`src/sv/mspd_pkg.sv`:
```
// shared types, codes and helper functions of the packet deframer
`timescale 1ns / 1ps

package mspd_pkg;

  // tag of a result beat
  typedef enum logic [1:0] {
    KIND_ADDR    = 2'd0,
    KIND_CMD     = 2'd1,
    KIND_PAYLOAD = 2'd2,
    KIND_END     = 2'd3
  } kind_e;

  // end-of-packet status
  typedef enum logic [1:0] {
    ST_OK      = 2'd0,
    ST_CRC_ERR = 2'd1,
    ST_LEN_ERR = 2'd2
  } status_e;

  localparam logic [7:0]  MAGIC [4] = '{8'hDB, 8'h8B, 8'hAF, 8'hD5};
  localparam logic [15:0] CRC_POLY  = 16'h1021;
  localparam logic [15:0] CRC_INIT  = 16'hFFFF;
  localparam logic [15:0] MIN_SIZE  = 16'd4;
  localparam logic [15:0] INV_CHECK = 16'hFFFF;

  // registered input beat
  typedef struct packed {
    logic       vld;
    logic [7:0] data;
    logic       resync;
  } beat_t;

  // result of one processed beat, before the output register
  typedef struct packed {
    logic       vld;
    kind_e      kind;
    logic [7:0] value;
    status_e    status;
    logic       last;
  } result_t;

  // one step of the magic hunt; a result of four means the magic is complete
  function automatic logic [2:0] hunt_step(logic [2:0] cnt, logic [7:0] b);
    logic [2:0] nxt;
    nxt = 3'd0;
    if (b == MAGIC[cnt[1:0]]) begin
      nxt = cnt + 3'd1;
    end
    return nxt;
  endfunction

  // crc-16 byte update, msb first, unrolled over the eight bits
  function automatic logic [15:0] crc_byte(logic [15:0] crc, logic [7:0] b);
    logic [15:0] c;
    c = crc ^ {b, 8'h00};
    for (int j = 0; j < 8; j++) begin
      if (c[15]) begin
        c = {c[14:0], 1'b0} ^ CRC_POLY;
      end else begin
        c = {c[14:0], 1'b0};
      end
    end
    return c;
  endfunction

endpackage

```
`src/sv/mspd_in_reg.sv`:
```
// input register stage of the packet deframer
`timescale 1ns / 1ps

module mspd_in_reg (
  input  logic           clk_i,
  input  logic           rst_ni,
  input  logic           in_valid_i,
  output logic           in_stall_o,
  input  logic [7:0]     data_byte_i,
  input  logic           resync_i,
  input  logic           advance_i,
  output mspd_pkg::beat_t beat_o
);
  import mspd_pkg::*;

  logic       vld_q;
  logic [7:0] data_q;
  logic       resync_q;
  logic       take;

  assign in_stall_o = vld_q && !advance_i;
  assign take       = in_valid_i && !in_stall_o;

  always_ff @(posedge clk_i or negedge rst_ni) begin
    if (!rst_ni) begin
      vld_q <= 1'b0;
    end else if (take) begin
      vld_q <= 1'b1;
    end else if (advance_i) begin
      vld_q <= 1'b0;
    end
  end

  always_ff @(posedge clk_i) begin
    if (take) begin
      data_q   <= data_byte_i;
      resync_q <= resync_i;
    end
  end

  assign beat_o = '{vld: vld_q, data: data_q, resync: resync_q};

endmodule

```
`src/sv/mspd_frame_ctl.sv`:
```
// framing state machine, header checks and crc of the packet deframer
`timescale 1ns / 1ps

module mspd_frame_ctl #(
  parameter int MAX_ADDRESS_BYTES = 9
) (
  input  logic              clk_i,
  input  logic              rst_ni,
  input  mspd_pkg::beat_t   beat_i,
  input  logic              advance_i,
  output mspd_pkg::result_t res_o
);
  import mspd_pkg::*;

  localparam int ACW = $clog2(MAX_ADDRESS_BYTES + 1);

  typedef enum logic [1:0] {
    PH_HUNT = 2'd0,
    PH_SIZE = 2'd1,
    PH_BODY = 2'd2
  } phase_e;

  typedef enum logic [1:0] {
    SEC_ADDR    = 2'd0,
    SEC_CMD     = 2'd1,
    SEC_PAYLOAD = 2'd2
  } section_e;

  phase_e      phase_q, phase_d;
  logic [1:0]  hcnt_q, hcnt_d;
  logic [7:0]  size_q [3];
  logic [7:0]  size_d [3];
  logic [15:0] bsize_q, bsize_d;
  logic [15:0] pos_q, pos_d;
  logic [ACW-1:0] acnt_q, acnt_d;
  section_e    sec_q, sec_d;
  logic [15:0] crc_q, crc_d;
  logic [15:0] rcrc_q, rcrc_d;
  logic        cmd_seen_q, cmd_seen_d;

  logic [7:0]  b;
  logic [15:0] sz;
  logic [15:0] inv;
  logic [2:0]  hunt_nxt;
  logic [2:0]  rescan;
  logic [16:0] pos_ext;
  logic [16:0] size_ext;
  logic [ACW-1:0] acnt_inc;

  assign b        = beat_i.data;
  assign sz       = {size_q[0], size_q[1]};
  assign inv      = {size_q[2], b};
  assign hunt_nxt = hunt_step({1'b0, hcnt_q}, b);
  assign rescan   = hunt_step(hunt_step(hunt_step(hunt_step(3'd0, size_q[0]),
                      size_q[1]), size_q[2]), b);
  assign pos_ext  = {1'b0, pos_q};
  assign size_ext = {1'b0, bsize_q};
  assign acnt_inc = acnt_q + ACW'(1);

  always_comb begin
    phase_d    = phase_q;
    hcnt_d     = hcnt_q;
    size_d     = size_q;
    bsize_d    = bsize_q;
    pos_d      = pos_q;
    acnt_d     = acnt_q;
    sec_d      = sec_q;
    crc_d      = crc_q;
    rcrc_d     = rcrc_q;
    cmd_seen_d = cmd_seen_q;
    res_o      = '{vld: 1'b0, kind: KIND_ADDR, value: b, status: ST_OK, last: 1'b0};

    if (beat_i.resync) begin
      phase_d = PH_HUNT;
      hcnt_d  = 2'd0;
    end else begin
      unique case (phase_q)
        PH_SIZE: begin
          if (hcnt_q != 2'd3) begin
            size_d[hcnt_q] = b;
            hcnt_d         = hcnt_q + 2'd1;
          end else if (((sz ^ inv) != INV_CHECK) || (sz < MIN_SIZE)) begin
            // bad size: the four size bytes go back through the hunt
            if (rescan[2]) begin
              phase_d = PH_SIZE;
              hcnt_d  = 2'd0;
            end else begin
              phase_d = PH_HUNT;
              hcnt_d  = rescan[1:0];
            end
          end else begin
            phase_d    = PH_BODY;
            hcnt_d     = 2'd0;
            bsize_d    = sz;
            pos_d      = 16'd0;
            acnt_d     = '0;
            sec_d      = SEC_ADDR;
            crc_d      = CRC_INIT;
            rcrc_d     = 16'd0;
            cmd_seen_d = 1'b0;
          end
        end
        PH_BODY: begin
          pos_d = pos_q + 16'd1;
          if (pos_ext + 17'd2 < size_ext) begin
            crc_d     = crc_byte(crc_q, b);
            res_o.vld = 1'b1;
            unique case (sec_q)
              SEC_ADDR: begin
                res_o.kind = KIND_ADDR;
                acnt_d     = acnt_inc;
                if (!b[7] || (acnt_inc >= ACW'(MAX_ADDRESS_BYTES))) begin
                  sec_d = SEC_CMD;
                end
              end
              SEC_CMD: begin
                res_o.kind = KIND_CMD;
                cmd_seen_d = 1'b1;
                sec_d      = SEC_PAYLOAD;
              end
              default: begin
                res_o.kind = KIND_PAYLOAD;
              end
            endcase
          end else begin
            rcrc_d = {rcrc_q[7:0], b};
            if (pos_ext + 17'd1 >= size_ext) begin
              res_o.vld   = 1'b1;
              res_o.kind  = KIND_END;
              res_o.value = 8'd0;
              res_o.last  = 1'b1;
              if (rcrc_d != crc_q) begin
                res_o.status = ST_CRC_ERR;
              end else if (!cmd_seen_q) begin
                res_o.status = ST_LEN_ERR;
              end else begin
                res_o.status = ST_OK;
              end
              phase_d = PH_HUNT;
              hcnt_d  = 2'd0;
            end
          end
        end
        default: begin
          // hunting magic, also any unused phase code
          if (hunt_nxt[2]) begin
            phase_d = PH_SIZE;
            hcnt_d  = 2'd0;
          end else begin
            phase_d = PH_HUNT;
            hcnt_d  = hunt_nxt[1:0];
          end
        end
      endcase
    end

    if (!beat_i.vld) begin
      res_o.vld = 1'b0;
    end
  end

  always_ff @(posedge clk_i or negedge rst_ni) begin
    if (!rst_ni) begin
      phase_q    <= PH_HUNT;
      hcnt_q     <= 2'd0;
      bsize_q    <= 16'd0;
      pos_q      <= 16'd0;
      acnt_q     <= '0;
      sec_q      <= SEC_ADDR;
      crc_q      <= CRC_INIT;
      rcrc_q     <= 16'd0;
      cmd_seen_q <= 1'b0;
    end else if (advance_i) begin
      phase_q    <= phase_d;
      hcnt_q     <= hcnt_d;
      bsize_q    <= bsize_d;
      pos_q      <= pos_d;
      acnt_q     <= acnt_d;
      sec_q      <= sec_d;
      crc_q      <= crc_d;
      rcrc_q     <= rcrc_d;
      cmd_seen_q <= cmd_seen_d;
    end
  end

  // size bytes are always written before they are read
  always_ff @(posedge clk_i) begin
    if (advance_i) begin
      size_q <= size_d;
    end
  end

endmodule

```
`src/sv/magic_sync_packet_deframer_crc16_unit.sv`:
```
// top level of the magic-sync packet deframer with crc-16 check
`timescale 1ns / 1ps

// accepted beats go through the input register, then the result register
// throughput: one beat per cycle unless the output stalls, set by the registers
// each beat gives zero or one result beat; stall only backs up from the output
// reset (async, active low) empties both registers and starts the magic hunt
// with a fresh crc

module magic_sync_packet_deframer_crc16_unit #(
  parameter int MAX_ADDRESS_BYTES = 9
) (
  input  logic       clk_i,
  input  logic       rst_ni,
  input  logic       in_valid_i,
  output logic       in_stall_o,
  input  logic [7:0] data_byte_i,
  input  logic       resync_i,
  output logic       out_valid_o,
  input  logic       out_stall_i,
  output logic [1:0] kind_o,
  output logic [7:0] byte_value_o,
  output logic [1:0] status_o,
  output logic       last_o
);
  import mspd_pkg::*;

  beat_t   beat;
  result_t res;
  logic    advance;

  // result register
  logic       out_vld_q;
  kind_e      kind_q;
  logic [7:0] value_q;
  status_e    status_q;
  logic       last_q;

  // the registered beat moves on whenever the result register is free
  // or is being emptied this cycle
  assign advance = beat.vld && (!out_vld_q || !out_stall_i);

  mspd_in_reg u_in_reg (
    .clk_i       (clk_i),
    .rst_ni      (rst_ni),
    .in_valid_i  (in_valid_i),
    .in_stall_o  (in_stall_o),
    .data_byte_i (data_byte_i),
    .resync_i    (resync_i),
    .advance_i   (advance),
    .beat_o      (beat)
  );

  mspd_frame_ctl #(
    .MAX_ADDRESS_BYTES (MAX_ADDRESS_BYTES)
  ) u_frame_ctl (
    .clk_i     (clk_i),
    .rst_ni    (rst_ni),
    .beat_i    (beat),
    .advance_i (advance),
    .res_o     (res)
  );

  always_ff @(posedge clk_i or negedge rst_ni) begin
    if (!rst_ni) begin
      out_vld_q <= 1'b0;
    end else if (advance) begin
      out_vld_q <= res.vld;
    end else if (!out_stall_i) begin
      out_vld_q <= 1'b0;
    end
  end

  // payload only loads on advance, so it holds while stalled
  always_ff @(posedge clk_i) begin
    if (advance) begin
      kind_q   <= res.kind;
      value_q  <= res.value;
      status_q <= res.status;
      last_q   <= res.last;
    end
  end

  assign out_valid_o  = out_vld_q;
  assign kind_o       = kind_q;
  assign byte_value_o = value_q;
  assign status_o     = status_q;
  assign last_o       = last_q;

  // the input only backs up behind a blocked result
  a_stall_cause : assert property (@(posedge clk_i) disable iff (!rst_ni)
    in_stall_o |-> (out_valid_o && out_stall_i))
    else $error("input stalled while result register could move");

  // last marks exactly the end beat
  a_last_end : assert property (@(posedge clk_i) disable iff (!rst_ni)
    out_valid_o |-> (last_o == (kind_o == KIND_END)))
    else $error("last flag disagrees with end kind");

  // body beats carry ok status, end beats carry no byte
  a_body_status : assert property (@(posedge clk_i) disable iff (!rst_ni)
    (out_valid_o && !last_o) |-> (status_o == ST_OK))
    else $error("status set on a body beat");

  a_end_zero : assert property (@(posedge clk_i) disable iff (!rst_ni)
    (out_valid_o && last_o) |-> (byte_value_o == 8'd0 &&
      (status_o == ST_OK || status_o == ST_CRC_ERR || status_o == ST_LEN_ERR)))
    else $error("malformed end beat");

endmodule
```
`config.mk`:
```
export PLATFORM = sky130hd
export DESIGN_NAME = magic_sync_packet_deframer_crc16_unit
export DESIGN_NICKNAME = d
export VERILOG_FILES = /design/src/sv/mspd_pkg.sv /design/src/sv/mspd_in_reg.sv /design/src/sv/mspd_frame_ctl.sv /design/src/sv/magic_sync_packet_deframer_crc16_unit.sv
export SDC_FILE = /design/constraint.sdc
export NUM_CORES = 1
export LEC_CHECK = 0
export BUFFER_PORTS_ARGS = -buffer_cell sky130_fd_sc_hd__buf_2
export CORE_ASPECT_RATIO = 1.2
export CORE_MARGIN = 2
export CORE_UTILIZATION = 45
export CTS_BUF_LIST = sky130_fd_sc_hd__clkbuf_8
export CTS_CLUSTER_SIZE = 20
export DETAILED_ROUTE_END_ITERATION = 6
export PLACE_DENSITY = 0.7
export RECOVER_POWER = 50
export REMOVE_ABC_BUFFERS = 1
export SYNTH_ARGS = -nofsm -noshare
export SYNTH_HDL_FRONTEND = slang
export SYNTH_SLANG_ARGS = --single-unit
export TNS_END_PERCENT = 50
```
`constraint.sdc`:
```
create_clock -name clk_i -period 5.25 [get_ports clk_i]
set_clock_uncertainty 0.15 [all_clocks]
set_input_delay 0.2625 -clock clk_i [delete_from_list [all_inputs] [get_ports clk_i]]
set_output_delay 0.2625 -clock clk_i [all_outputs]
set_load 0.02 [all_outputs]
```
==> summary.md <==
| Metric | Value |
|---|---|
| FF-to-FF setup slack | around 620 ps |
| Net count reported at finish | about 750 |
| Top cell type's share of synthesized area | 0.2061 |
| Fin Setup TNS | 0 ps |
| Yosys reg bits | about 120 |
| RSZ-0062 raised after global routing | false |
| Final hold vios | 0 |
| Detailed-placement wirelength estimate | roughly 11 mm |
| Largest net degree at the start of global routing | 70 |
| Clock Tree Root | clkbuf_8 |
| Vias in the first global route | between 5k and 6k |
| Worst reg2reg path depth | 17 |
| Period utilization | 0.8820 |
| Slew margin rel. | -1.496 |
| Worst-Margin Slew | 3744 ps |
| GRT Total Usage | 0.2151 |
| Crit end category | register |
| Startpoint Class | register |
| Fmax | between 0.2 and 0.25 GHz |
| Worst EP arrival | between 4000 and 5000 ps |
| RR Startpoint | u_frame_ctl.pos_q[2] |
| Setup WS pre-CTS | about 660 ps |
| Failing checks | capacitance limit, slew limit |
| Die Y | between 100 and 150 microns |
| Vias | about 5.1k |
| First-pass GRT wire length | between 20 and 30 mm |
| Post-Syn Instances | roughly 660 |
| Initial core utilization | 0.4630 |
| Critical path type | reg -> reg |
| Initial antenna violation count | 0 |
| Post-synth EDFFs | 46 |
| GRT Residual Overflow | 0 |
| Main flop type after synthesis | dfrtp_1 |
| DIE AREA | between 15,000 and 20,000 sq um |
| Std cell rows | 48 |
| I/O pins | 28 |
| DR WL/cell | about 17 microns |
| Top post-synthesis cells by area | edfxtp_1 21%, dfrtp_1 20%, xnor2_1 8.9% |
| Crit-path max cell delay | around 480 ps |
| Synth async-reset ratio | 0.6000 |
| CTS max path bufs | 2 |
| Worst hold stages | 2 |
| Num CTS Buffers | 17 |
| Worst hold start | data_byte_i[3] |
| Fillers | about 1.3k |
| Critical path's slowest cell | or4_1 |
| Initial DRC count | around 290 |
| Worst EP required | approximately 5300 ps |
| Status | complete, but fails checks |
| Clock-pin slew on the worst setup and hold paths | around 70 ps |
| Die X | roughly 120 microns |
| Post-CTS resize count | 0 |
| Later-pin clock latency in the skew report | roughly 450 ps |
| Pwr per Cell Area | 255.6 nW/um^2 |
| Max Cap Violations | 1 |
| CTS tree | yes |
| Syn Area/Cell | 10.23 sq um |
| Area delta synth->final | 12.36% |
| Gpl congestion | around 0.90 |
| ANT cells | 0 |
| Setup WS post-layout | 619.5 ps |
| Area leader, netlist | edfxtp_1 |
| Total Power | 1.924 mW |
| Share of cells above drive strength 1 | 0.1083 |
| Routed Antenna Nets | 0 |
| Slew Limit Fails | 70 |
| Core area | 14,470 sq um |
| DRC Markers | 0 |
| Hold Slack | ~360 ps |
| Netlist Area Pre-Place | ~6700 sq um |
| Hold Crit Endpoint | u_in_reg.data_q[3] |
| P_leak | around 3 nW |
| Minimum clock period | about 4600 ps |
| Worst vdd ir | approximately 190 uV |
| Via density | around 5.6 |
| Final wirelength | roughly 16 mm |
| Worst r2r dst | byte_value_o[3] |
| Worst hold path class | in -> reg |
| # H-tree levels | 4 |
| Seq/Total Area, Yosys | 0.4668 |
| Critical path, cell by cell | ha_1 -> and3_1 -> and3_1 -> nand3_1 -> nor2_1 -> nand2_1 -> nor2_1 -> xnor2_1 -> inv_1 -> ha_1 -> nand4b_1 -> or4_1 -> o2111ai_1 -> o31ai_1 -> a21oi_1 -> nand3b_1 -> and2_1 |
| Syn. warnings | 0 |
| Crit path max fanout | 11 |
| Pre-antenna DRT Iters | 5 |
| Final setup viols | 0 |
| Distinct cells, synth | a little over 70 |
| Clock Sinks | roughly 120 |
| Port bufs | 27 |
==> per-layer routing <==
metal,part of all wire,vias to the layer above,GRT usage
met4,0.039,0,0.1111
li1,-,2399,-
met5,0,-,0
met1,0.40,2496,0.2585
met3,0.045,41,0.04487
met2,0.51,150,0.3626
==> report_power, final <==
group	switching, mW	internal [mW]	total, mW
clock	0.376	0.512	0.888
sequential	0.0179	0.947	0.965
combinational	0.0416	0.0300	0.0716
==> sequential cells by signal, summed over array words and instances, names as in the netlist <==
signal	count
u_frame_ctl.bsize_q	16
u_frame_ctl.cmd_seen_q	1
u_frame_ctl.sec_q	2
u_frame_ctl.phase_q	2
status_o	2
u_frame_ctl.inv	8
u_frame_ctl.crc_q	16
u_frame_ctl.rcrc_q	8
u_in_reg.data_q	8
u_frame_ctl.acnt_q	4
u_frame_ctl.pos_q	16
u_frame_ctl.size_q	16
u_frame_ctl.hcnt_q	2
out_valid_o	1
byte_value_o	8
last_o	1
kind_o	2
u_in_reg.vld_q	1
u_in_reg.resync_q	1
==> layout by cell type (no fill, tap or decap), types with 5 or more instances in the layout <==
master          n
edfxtp_1       46
and2_1         16
nor2_1         39
o21ai_1        36
and3_1          7
inv_1          44
o21ai_0        10
nand2_1        56
a31oi_1         6
a22o_1         10
nand3_1        28
clkbuf_1       16
mux2i_1         5
dlygate4sd3_1  13
xnor2_1        68
nand4_1        16
a21oi_1        22
ha_1           43
dfstp_2        16
and4_1          6
nor4_1          8
buf_2          12
dfrtp_1        53
xor2_1         20
clkbuf_8       17
==> how the worst max path moves through the flow <==
stage                              start                    end  slack, ps  cells past startpoint
floorplan           u_frame_ctl.pos_q[2]  u_frame_ctl.hcnt_q[1]       1160                     18
global placement    u_frame_ctl.pos_q[2]        byte_value_o[2]        840                     17
detailed placement  u_frame_ctl.pos_q[2]        byte_value_o[3]        660                     17
CTS                 u_frame_ctl.pos_q[2]        byte_value_o[3]        630                     17
global route        u_frame_ctl.pos_q[2]        byte_value_o[4]        190                     17
finish              u_frame_ctl.pos_q[2]        byte_value_o[3]        620                     17
==> per-stage QoR <==
stage / instance area, sq um / instances / util
2_1_floorplan: 6581 / 626 / -
3_3_place_gp: 7000 / 857 / 0.4837
3_5_place_dp: 7000 / 857 / 0.4837
4_1_cts: 7552 / 902 / 0.5218
5_1_grt: 7530 / 902 / 0.5202
6_report: 7530 / 902 / 0.5202
==> area by class of cell <==
cell class                 count  area, sq um  share of cell area
clock inverter                15        187.7             0.02493
clock buffer                  17        234.0             0.03107
multi-input combinational    466         3288              0.4367
timing repair buffer          44        272.8             0.03622
inverter                      45        168.9             0.02243
sequential                   115         3128              0.4154
tap                          200        250.2             0.03323
==> cell usage after synthesis, drive strengths merged, types with 5 or more instances <==
| master | n |
|---|---|
| xnor2 | 68 |
| nand2 | 56 |
| dfrtp | 53 |
| edfxtp | 46 |
| o21ai | 46 |
| inv | 44 |
| ha | 43 |
| nor2 | 39 |
| nand3 | 29 |
| a21oi | 23 |
| xor2 | 20 |
| and2 | 17 |
| nand4 | 17 |
| clkbuf | 16 |
| dfstp | 16 |
| buf | 13 |
| a22o | 10 |
| nor4 | 8 |
| and3 | 7 |
| a31oi | 6 |
| and4 | 6 |
| mux2i | 5 |
==> timing repair <==
action | CTS | global route
hold buffers | 13 | 0
endpoints found under the hold margin | 64 | 0
setup buffers | 0 | 0
==> kinds of logic after synthesis <==
group / Yosys count / share of synthesized area
buffers and inverters: 74 / 0.04313
XOR/XNOR: 88 / 0.1150
adder cells (fa/ha/maj): 43 / 0.08028
flip-flops: 115 / 0.4668
AND/OR/NAND/NOR: 202 / 0.1570
multiplexers: 7 / 0.01083
AO/OA/AOI/OAI: 126 / 0.1270
==> critical path: cells and delay by family (launching register included) <==
family / cells / cell delay, ps
buffers and inverters: 1 / 70
adders and majority gates: 2 / 540
AOI/OAI and AO/OA: 3 / 630
and+or+nand+nor: 10 / 2380
xor gates and xnor gates: 1 / 160
DFF: 1 / 460
No activity file was read; power rests on OpenSTA's default activity.
